[src/hw/rtl/crsf_pkg.sv]
// ----------------------------------------------------------------------------
// crsf_pkg: shared types and constants of the substring find unit
// Item layouts, register indexes, find modes and field widths.
// ----------------------------------------------------------------------------
package crsf_pkg;

  localparam int OFFSET_BITS   = 20;
  localparam int COUNT_W       = OFFSET_BITS + 1;
  localparam int LEN_W         = 5;
  localparam int MODE_W        = 2;
  localparam int PATTERN_BYTES = 16;
  localparam int PATTERN_IDX_W = $clog2(PATTERN_BYTES);
  localparam int CFG_DATA_W    = 64;
  localparam int CFG_INDEX_W   = 3;

  localparam logic [OFFSET_BITS-1:0] OFF_MAX = {OFFSET_BITS{1'b1}};

  // register indexes
  localparam logic [CFG_INDEX_W-1:0] REG_PATTERN_LOW  = 3'd0;
  localparam logic [CFG_INDEX_W-1:0] REG_PATTERN_HIGH = 3'd1;
  localparam logic [CFG_INDEX_W-1:0] REG_PATTERN_LEN  = 3'd2;
  localparam logic [CFG_INDEX_W-1:0] REG_CURSOR       = 3'd3;
  localparam logic [CFG_INDEX_W-1:0] REG_FIND_MODE    = 3'd4;

  // find modes; the unused code behaves as normal
  localparam logic [MODE_W-1:0] MODE_NORMAL = 2'd0;
  localparam logic [MODE_W-1:0] MODE_NEXT   = 2'd1;
  localparam logic [MODE_W-1:0] MODE_PREV   = 2'd2;

  typedef logic [PATTERN_BYTES-1:0][7:0] pattern_t;

  typedef struct packed {
    logic [7:0] text_byte;
    logic       last_byte;
  } in_item_t;

  typedef struct packed {
    logic                   found;
    logic [COUNT_W-1:0]     occurrence_count;
    logic [OFFSET_BITS-1:0] chosen_index;
    logic [OFFSET_BITS-1:0] chosen_offset;
    logic [LEN_W-1:0]       chosen_length;
  } out_item_t;

endpackage

[src/hw/rtl/crsf_window_match.sv]
// ----------------------------------------------------------------------------
// crsf_window_match: parallel compare of the byte window with the pattern
// Newest byte sits in entry 0; the oldest of the last length bytes meets
// pattern byte 0.
// ----------------------------------------------------------------------------
module crsf_window_match import crsf_pkg::*; #(
  parameter int MAX_PATTERN_BYTES = 16
) (
  input  logic [MAX_PATTERN_BYTES-1:0][7:0] window,
  input  pattern_t                          pattern,
  input  logic [LEN_W-1:0]                  length,
  output logic                              hit
);

  always_comb begin
    logic [LEN_W-1:0] k;
    logic [7:0]       pb;
    hit = 1'b1;
    for (int i = 0; i < MAX_PATTERN_BYTES; i++) begin
      k  = LEN_W'(int'(length) - 1 - i);
      // bytes past the pattern registers read as zero
      pb = (k < LEN_W'(PATTERN_BYTES)) ? pattern[k[PATTERN_IDX_W-1:0]] : 8'd0;
      if ((i < int'(length)) && (window[i] != pb)) begin
        hit = 1'b0;
      end
    end
  end

endmodule

[src/hw/rtl/cursor_relative_substring_find_unit.sv]
// ----------------------------------------------------------------------------
// cursor_relative_substring_find_unit: streaming pattern search
// Scans a text byte stream for non-overlapping pattern matches, counts them
// and reports one match chosen relative to a cursor when the text ends.
// ----------------------------------------------------------------------------
//
//  channel | signals                           | moves
//  --------+-----------------------------------+-------------------------------
//  config  | cfg_write, cfg_index, cfg_data    | register write, no wait
//  in      | in_valid, in_ready, in_item       | one text byte per item
//  out     | out_valid, out_ready, out_item    | one result per text (last byte)
//
//  One item per cycle sustained. A byte is shifted into the window register
//  on acceptance; the compare stage then compares it, updates the match
//  statistics and, on the last byte, loads the result register and raises
//  out_valid. The compare stage stalls only when it holds a last byte and
//  the result register is still occupied. Synchronous reset clears the
//  valid flags, the window, the match statistics and the configuration
//  registers; no clearing pass is needed.
// ----------------------------------------------------------------------------
module cursor_relative_substring_find_unit import crsf_pkg::*; #(
  parameter int MAX_PATTERN_BYTES = 16
) (
  input  logic                   clk,
  input  logic                   rst,
  input  logic                   cfg_write,
  input  logic [CFG_INDEX_W-1:0] cfg_index,
  input  logic [CFG_DATA_W-1:0]  cfg_data,
  input  logic                   in_valid,
  output logic                   in_ready,
  input  in_item_t               in_item,
  output logic                   out_valid,
  input  logic                   out_ready,
  output out_item_t              out_item
);

  // ---- configuration registers ----
  logic [63:0]            pattern_low;
  logic [63:0]            pattern_high;
  logic [LEN_W-1:0]       pattern_length;
  logic [OFFSET_BITS-1:0] cursor_position;
  logic [MODE_W-1:0]      find_mode;

  always_ff @(posedge clk) begin
    if (rst) begin
      pattern_low     <= '0;
      pattern_high    <= '0;
      pattern_length  <= '0;
      cursor_position <= '0;
      find_mode       <= MODE_NORMAL;
    end else if (cfg_write) begin
      case (cfg_index)
        REG_PATTERN_LOW:  pattern_low     <= cfg_data;
        REG_PATTERN_HIGH: pattern_high    <= cfg_data;
        REG_PATTERN_LEN:  pattern_length  <= cfg_data[LEN_W-1:0];
        REG_CURSOR:       cursor_position <= cfg_data[OFFSET_BITS-1:0];
        REG_FIND_MODE:    find_mode       <= cfg_data[MODE_W-1:0];
        default: ;
      endcase
    end
  end

  // ---- handshake ----
  // Only a last byte needs the result register, so only it can stall.
  logic s1_valid, s1_last, s1_scan;
  logic [OFFSET_BITS-1:0] s1_pos;
  logic out_free, s2_adv, in_fire, stream_clear;

  assign out_free     = !out_valid || out_ready;
  assign s2_adv       = s1_valid && (!s1_last || out_free);
  assign in_ready     = !s1_valid || s2_adv;
  assign in_fire      = in_valid && in_ready;
  assign stream_clear = s2_adv && s1_last;

  // ---- stage 1: window and text position ----
  logic [MAX_PATTERN_BYTES-1:0][7:0] window, win_base, window_next;
  logic [OFFSET_BITS-1:0]            text_position, pos_base, text_position_next;
  logic                              text_full, full_base, text_full_next;

  always_comb begin
    // a finishing text hands a clean stream to the byte arriving alongside it
    win_base           = stream_clear ? '0 : window;
    pos_base           = stream_clear ? '0 : text_position;
    full_base          = stream_clear ? 1'b0 : text_full;
    window_next        = win_base;
    text_position_next = pos_base;
    text_full_next     = full_base;
    if (in_fire && !full_base) begin
      for (int i = MAX_PATTERN_BYTES - 1; i >= 1; i--) begin
        window_next[i] = win_base[i-1];
      end
      window_next[0] = in_item.text_byte;
      if (pos_base == OFF_MAX) begin
        text_full_next = 1'b1;
      end else begin
        text_position_next = pos_base + 1'b1;
      end
    end
  end

  always_ff @(posedge clk) begin
    if (rst) begin
      window        <= '0;
      text_position <= '0;
      text_full     <= 1'b0;
      s1_valid      <= 1'b0;
    end else begin
      window        <= window_next;
      text_position <= text_position_next;
      text_full     <= text_full_next;
      if (in_ready) begin
        s1_valid <= in_fire;
      end
    end
  end

  always_ff @(posedge clk) begin
    if (in_fire) begin
      s1_last <= in_item.last_byte;
      s1_scan <= !full_base;   // bytes past the offset range are only consumed
      s1_pos  <= pos_base;
    end
  end

  // ---- stage 2: compare and match statistics ----
  logic     hit;
  pattern_t pattern;

  assign pattern = {pattern_high, pattern_low};

  crsf_window_match #(
    .MAX_PATTERN_BYTES(MAX_PATTERN_BYTES)
  ) u_match (
    .window (window),
    .pattern(pattern),
    .length (pattern_length),
    .hit    (hit)
  );

  logic [COUNT_W-1:0]     next_allowed_start, nas_next;
  logic [COUNT_W-1:0]     match_count, count_next;
  logic [OFFSET_BITS-1:0] first_off, first_next;
  logic [OFFSET_BITS-1:0] last_off, last_next;
  logic [OFFSET_BITS-1:0] before_off, before_next;
  logic [OFFSET_BITS-1:0] cur_index, cur_index_next;
  logic [OFFSET_BITS-1:0] cur_off, cur_off_next;
  logic                   cur_seen, cur_seen_next;
  logic [OFFSET_BITS-1:0] after_off, after_next;
  logic                   after_seen, after_seen_next;

  logic [COUNT_W-1:0]     pos_inc, start_w;
  logic [OFFSET_BITS-1:0] start;
  logic                   len_ok, take;

  assign len_ok  = (pattern_length != '0) && (int'(pattern_length) <= MAX_PATTERN_BYTES);
  assign pos_inc = {1'b0, s1_pos} + 1'b1;
  assign start_w = pos_inc - COUNT_W'(pattern_length);
  assign start   = start_w[OFFSET_BITS-1:0];
  assign take    = s1_scan && len_ok && (pos_inc >= COUNT_W'(pattern_length)) &&
                   (start_w >= next_allowed_start) && hit;

  always_comb begin
    nas_next        = next_allowed_start;
    count_next      = match_count;
    first_next      = first_off;
    last_next       = last_off;
    before_next     = before_off;
    cur_index_next  = cur_index;
    cur_off_next    = cur_off;
    cur_seen_next   = cur_seen;
    after_next      = after_off;
    after_seen_next = after_seen;
    if (take) begin
      if (match_count == '0) begin
        first_next = start;
      end
      last_next = start;
      if (cur_seen) begin
        if (!after_seen) begin
          after_next      = start;
          after_seen_next = 1'b1;
        end
      end else if (start >= cursor_position) begin
        // count never passes the number of offsets, so it fits an index here
        cur_index_next = match_count[OFFSET_BITS-1:0];
        cur_off_next   = start;
        cur_seen_next  = 1'b1;
      end else begin
        before_next = start;
      end
      if (match_count <= {1'b0, OFF_MAX}) begin
        count_next = match_count + 1'b1;
      end
      nas_next = start_w + COUNT_W'(pattern_length);
    end
  end

  // ---- result choice, from the statistics including this byte ----
  out_item_t              result;
  logic [OFFSET_BITS-1:0] c_idx, c_off;

  always_comb begin
    c_idx  = cur_seen_next ? cur_index_next : '0;
    c_off  = cur_seen_next ? cur_off_next : first_next;
    result = '0;
    if (count_next != '0) begin
      result.found            = 1'b1;
      result.occurrence_count = count_next;
      result.chosen_index     = c_idx;
      result.chosen_offset    = c_off;
      result.chosen_length    = pattern_length;
      if (find_mode == MODE_PREV) begin
        if (c_idx == '0) begin
          // wrap back to the final match
          result.chosen_index  = OFFSET_BITS'(count_next - 1'b1);
          result.chosen_offset = last_next;
        end else begin
          result.chosen_index  = c_idx - 1'b1;
          result.chosen_offset = before_next;
        end
      end else if ((find_mode == MODE_NEXT) && cur_seen_next &&
                   (cursor_position == cur_off_next)) begin
        if (after_seen_next) begin
          result.chosen_index  = c_idx + 1'b1;
          result.chosen_offset = after_next;
        end else begin
          result.chosen_index  = '0;
          result.chosen_offset = first_next;
        end
      end
    end
  end

  always_ff @(posedge clk) begin
    if (rst || stream_clear) begin
      next_allowed_start <= '0;
      match_count        <= '0;
      first_off          <= '0;
      last_off           <= '0;
      before_off         <= '0;
      cur_index          <= '0;
      cur_off            <= '0;
      cur_seen           <= 1'b0;
      after_off          <= '0;
      after_seen         <= 1'b0;
    end else if (s2_adv) begin
      next_allowed_start <= nas_next;
      match_count        <= count_next;
      first_off          <= first_next;
      last_off           <= last_next;
      before_off         <= before_next;
      cur_index          <= cur_index_next;
      cur_off            <= cur_off_next;
      cur_seen           <= cur_seen_next;
      after_off          <= after_next;
      after_seen         <= after_seen_next;
    end
  end

  // ---- result register ----
  always_ff @(posedge clk) begin
    if (rst) begin
      out_valid <= 1'b0;
    end else if (stream_clear) begin
      out_valid <= 1'b1;
    end else if (out_ready) begin
      out_valid <= 1'b0;
    end
  end

  always_ff @(posedge clk) begin
    if (stream_clear) begin
      out_item <= result;
    end
  end

endmodule
[config.mk]
export PLATFORM = sky130hd
export DESIGN_NAME = cursor_relative_substring_find_unit
export DESIGN_NICKNAME = d
export VERILOG_FILES = /design/src/hw/rtl/crsf_pkg.sv /design/src/hw/rtl/crsf_window_match.sv /design/src/hw/rtl/cursor_relative_substring_find_unit.sv
export SDC_FILE = /design/constraint.sdc
export NUM_CORES = 2
export LEC_CHECK = 0
export ABC_AREA = 0
export BUFFER_PORTS_ARGS = -buffer_cell sky130_fd_sc_hd__buf_4
export CORE_MARGIN = 2
export CORE_UTILIZATION = 45
export DETAILED_ROUTE_END_ITERATION = 10
export PLACE_DENSITY_LB_ADDON = 0.3
export SLEW_MARGIN = 20
export SYNTH_ARGS = -nofsm -noshare
export SYNTH_HDL_FRONTEND = slang
export SYNTH_HIERARCHICAL = 1
export SYNTH_SLANG_ARGS = --single-unit
[constraint.sdc]
create_clock -name clk -period 13 [get_ports clk]
set_clock_uncertainty 0.15 [all_clocks]
set_input_delay 0.65 -clock clk [delete_from_list [all_inputs] [get_ports clk]]
set_output_delay 0.65 -clock clk [all_outputs]
set_load 0.02 [all_outputs]
==> parameters.txt <==
Parameter                              Value

Run status
  Run status ... finished, final reports clean

Yosys
  Yosys cell types ... approximately 110
  Number of flops mapped to enable cells by yosys ... around 90
  Syn Area/Cell ... 8.18 um2
  Most used DFF post-synth ... sky130_fd_sc_hd__dfxtp_1
  Post-synth top area share ... 24.5%
  Post-synthesis cell type with the largest combined area ... sky130_fd_sc_hd__dfxtp_1
  Mapped cell area ... slightly below 40000 um2
  Number of cells produced by synthesis ... 4697
  FF+latch count, synth ... 559
  Yosys warns ... 6
  Top post-synthesis cells by area ... sky130_fd_sc_hd__dfxtp_1 (24%), sky130_fd_sc_hd__nand2_1 (10%), sky130_fd_sc_hd__mux4_2 (8.3%), sky130_fd_sc_hd__a21oi_1 (7.0%), sky130_fd_sc_hd__edfxtp_1 (7.0%)
  Sequential fraction of the synthesis area ... 31.5%
  Net count after synthesis ... between 4000 and 5000
  Ys async rst share ... 0%

Power and ir drop
  Cell Pwr Density ... 106 nW/um2
  Total Power ... 4.52 mW
  Worst vdd rail ir drop ... 0.101 mV
  Leakage ... 14.2 nW

STA
  RSZ-0062 raised after global routing ... no
  Worst Max-Slew Pin Slew ... 1190 ps
  Final critical-path share of the clock period ... 93.9%
  Total setup violations reported at the end of the flow ... 0
  Minimum hold slack ... a little under 50 ps
  Final Critical Period ... 12200 ps
  Final total negative setup slack ... 0 ps
  Pins Over Slew Limit ... 0
  Peak Freq ... 81.9 MHz
  Final number of hold-violating endpoints ... 0
  Worst rel slew slack ... 20.5%

Placed design
  Gp weighted congestion ... 1.06
  IO Port Bufs ... 149
  Placed cell area ... approximately 40000 um2
  HPWL after DPL ... 107000 um

CTS
  CTS Root Buffer Type ... sky130_fd_sc_hd__clkbuf_16
  Clock net sink count ... 559
  Total of hold buffers inserted after clock tree synthesis ... 0
  Clock tree from TritonCTS ... done
  Depth of the CTS H-tree ... 3
  Post-CTS setup buffers ... 0
  Buffer depth of the longest clock path ... 3
  CTS buffer count ... 66
  Cts repair resizes ... 0
  Clock-pin slew of the registers on the worst-case setup and hold paths ... 60 ps
  Later-pin clock latency in the skew report ... 640 ps

Global route
  Antenna violations before repair ... 2
  Gr ovfl total ... 0
  Vias in the first global route ... between 30000 and 40000
  Global-route wire length before repair ... ~210000 um
  Largest net degree at the start of global routing ... approximately 160
  Combined global-route utilization of all metal layers ... 32.4%

Setup path
  Launching instance or port of the critical path ... pattern_length[0]$_SDFFE_PP0P_
  Largest fanout of any net on the critical path ... 48
  CP endpoint kind ... flip-flop
  Worst path arrival time ... approximately 12000 ps
  Type of origin of the critical path ... flip-flop
  Worst r2r src ... pattern_length[0]$_SDFFE_PP0P_
  Critical path endpoint ... out_item[43]$_SDFFCE_PN0P_
  Cell depth of the worst flop-to-flop path ... 37
  Worst R2R End ... out_item[43]$_SDFFCE_PN0P_
  Delay of the slowest cell on the worst path ... 790 ps
  Required time of the critical path ... 13200 ps
  Setup slack of the most critical reg-to-reg path ... 800 ps
  Critical path type ... reg2reg
  Library cell contributing the largest single delay on the critical path ... sky130_fd_sc_hd__ha_2

Routing
  Residual antenna-violating net count after detailed routing ... 0
  Overall routed net length ... roughly 140000 um
  Number of vias per cell after detailed routing ... 6.18
  Post-route DRC ... 0
  Starting DRC count in detailed routing ... between 3000 and 4000
  Drt wl/cell ... 24.7 um
  Detailed Routing Iterations Pass 1 ... 7
  Total vias in the final route ... roughly 36000

Min path
  Worst hold path startpoint ... in_item[0]
  Hold Crit Class ... in2reg

Die
  X dimension of the die ... 296 um
  Initial core utilization ... 45.2%
  Vertical extent of the die ... 296 um
  Full die area ... 87700 um2
  IO Count ... 150
  Floorplan core area ... 84900 um2
  Row Count ... around 110

Job
  Maximum capacitance violations ... 0

Finish
  Antenna diode count ... 0
  Final Instance Area ... between 40000 and 50000 um2
  Fraction of layout cells with a size suffix above 1 ... 12.3%
  Net count reported at finish ... 4805
  Util after Layout ... between 50% and 60%
  Area added between synthesis and finish ... 10.7%
==> metal layers <==
layer	vias to the layer above	GRT usage, %	routed length, um
li1	16767	-	-
met1	17233	40.6	56500
met2	1774	51.7	65700
met3	404	5.16	11100
met4	4	21.1	11000
met5	-	0	32
==> through the flow <==
step	worst slack, ps	std cells
after detailed placement	1130	5727
final	795	5850
after global placement	1470	5727
after floorplan	2170	4697
after CTS	1080	5848
after global routing	300	5850
==> area by class of cell <==
| class | instances | area, um2 |
|---|---|---|
| Fill cell | 8275 | 42300 |
| Multi-Input combinational cell | 3690 | 24500 |
| Sequential cell | 559 | 12100 |
| Clock buffer | 82 | 1820 |
| Timing Repair Buffer | 226 | 1750 |
| Tap cell | 1144 | 1430 |
| Clock inverter | 39 | 524 |
| Inverter | 110 | 413 |
==> cells by family after synthesis <==
logic type,after synthesis,share of synthesized area (%)
multiplexers,413,15.6
buffers and inverters,448,5.07
AND/OR/NAND/NOR,1840,21.6
AO/OA/AOI/OAI,1115,17.9
XOR/XNOR,251,6.09
adder cells (fa/ha/maj),71,2.33
flip-flops,559,31.5
==> cells in the mapped netlist, types with 50 or more instances <==
cell type,instances
sky130_fd_sc_hd__nand3_1,83
sky130_fd_sc_hd__mux2i_1,196
sky130_fd_sc_hd__a21oi_1,534
sky130_fd_sc_hd__o21ai_0,125
sky130_fd_sc_hd__ha_1,70
sky130_fd_sc_hd__dfxtp_1,470
sky130_fd_sc_hd__nor3_1,76
sky130_fd_sc_hd__mux4_2,141
sky130_fd_sc_hd__xor2_1,90
sky130_fd_sc_hd__o22ai_1,50
sky130_fd_sc_hd__edfxtp_1,89
sky130_fd_sc_hd__a211oi_1,94
sky130_fd_sc_hd__inv_1,103
sky130_fd_sc_hd__clkbuf_1,231
sky130_fd_sc_hd__nor2_1,265
sky130_fd_sc_hd__xnor2_1,149
sky130_fd_sc_hd__nand2_1,1056
==> layout by cell type, fill, tap and decap left out, drive strengths merged, types with 90 or more instances in the layout <==
master  instances
a21oi         536
dfxtp         470
xnor2         153
a211oi         96
mux4          142
xor2           90
nand2        1056
buf           226
nor2          265
inv           112
o21ai         147
mux2i         196
==> flip-flops by register name (all words and copies together), names as in the netlist, 21 cells and up <==
name and cells:
window 128, out_item 67, pattern_high 64, pattern_low 64
match_count 21, next_allowed_start 21
==> how the worst min path moves through the flow <==
stage	depth (start not counted)	endpoint	slack [ps]
CTS	1	s1_last$_DFFE_PP_	20
global placement	2	first_off[16]$_SDFFE_PP0P_	290
finish	1	s1_last$_DFFE_PP_	50
detailed placement	2	before_off[9]$_SDFFE_PP0P_	290
global route	1	s1_last$_DFFE_PP_	30
floorplan	2	first_off[16]$_SDFFE_PP0P_	280
==> report_power, final <==
group	switching [mW]	leakage (nW)	internal [mW]
Clock	0.805	1.13	1.20
Combinational	0.455	8.51	0.238
Sequential	0.0356	4.61	1.78
==> critical path: cells and delay by family (launching register included) <==
family,cells,cell delay [ps]
AO/OA/AOI/OAI,16,4170
AND/OR/NAND/NOR,8,2680
buffers and inverters,7,2120
adder cells (fa/ha/maj),4,1990
flip-flops,1,350
multiplexers,1,240
XOR/XNOR,1,170
Power figures use the tool's default switching activity.
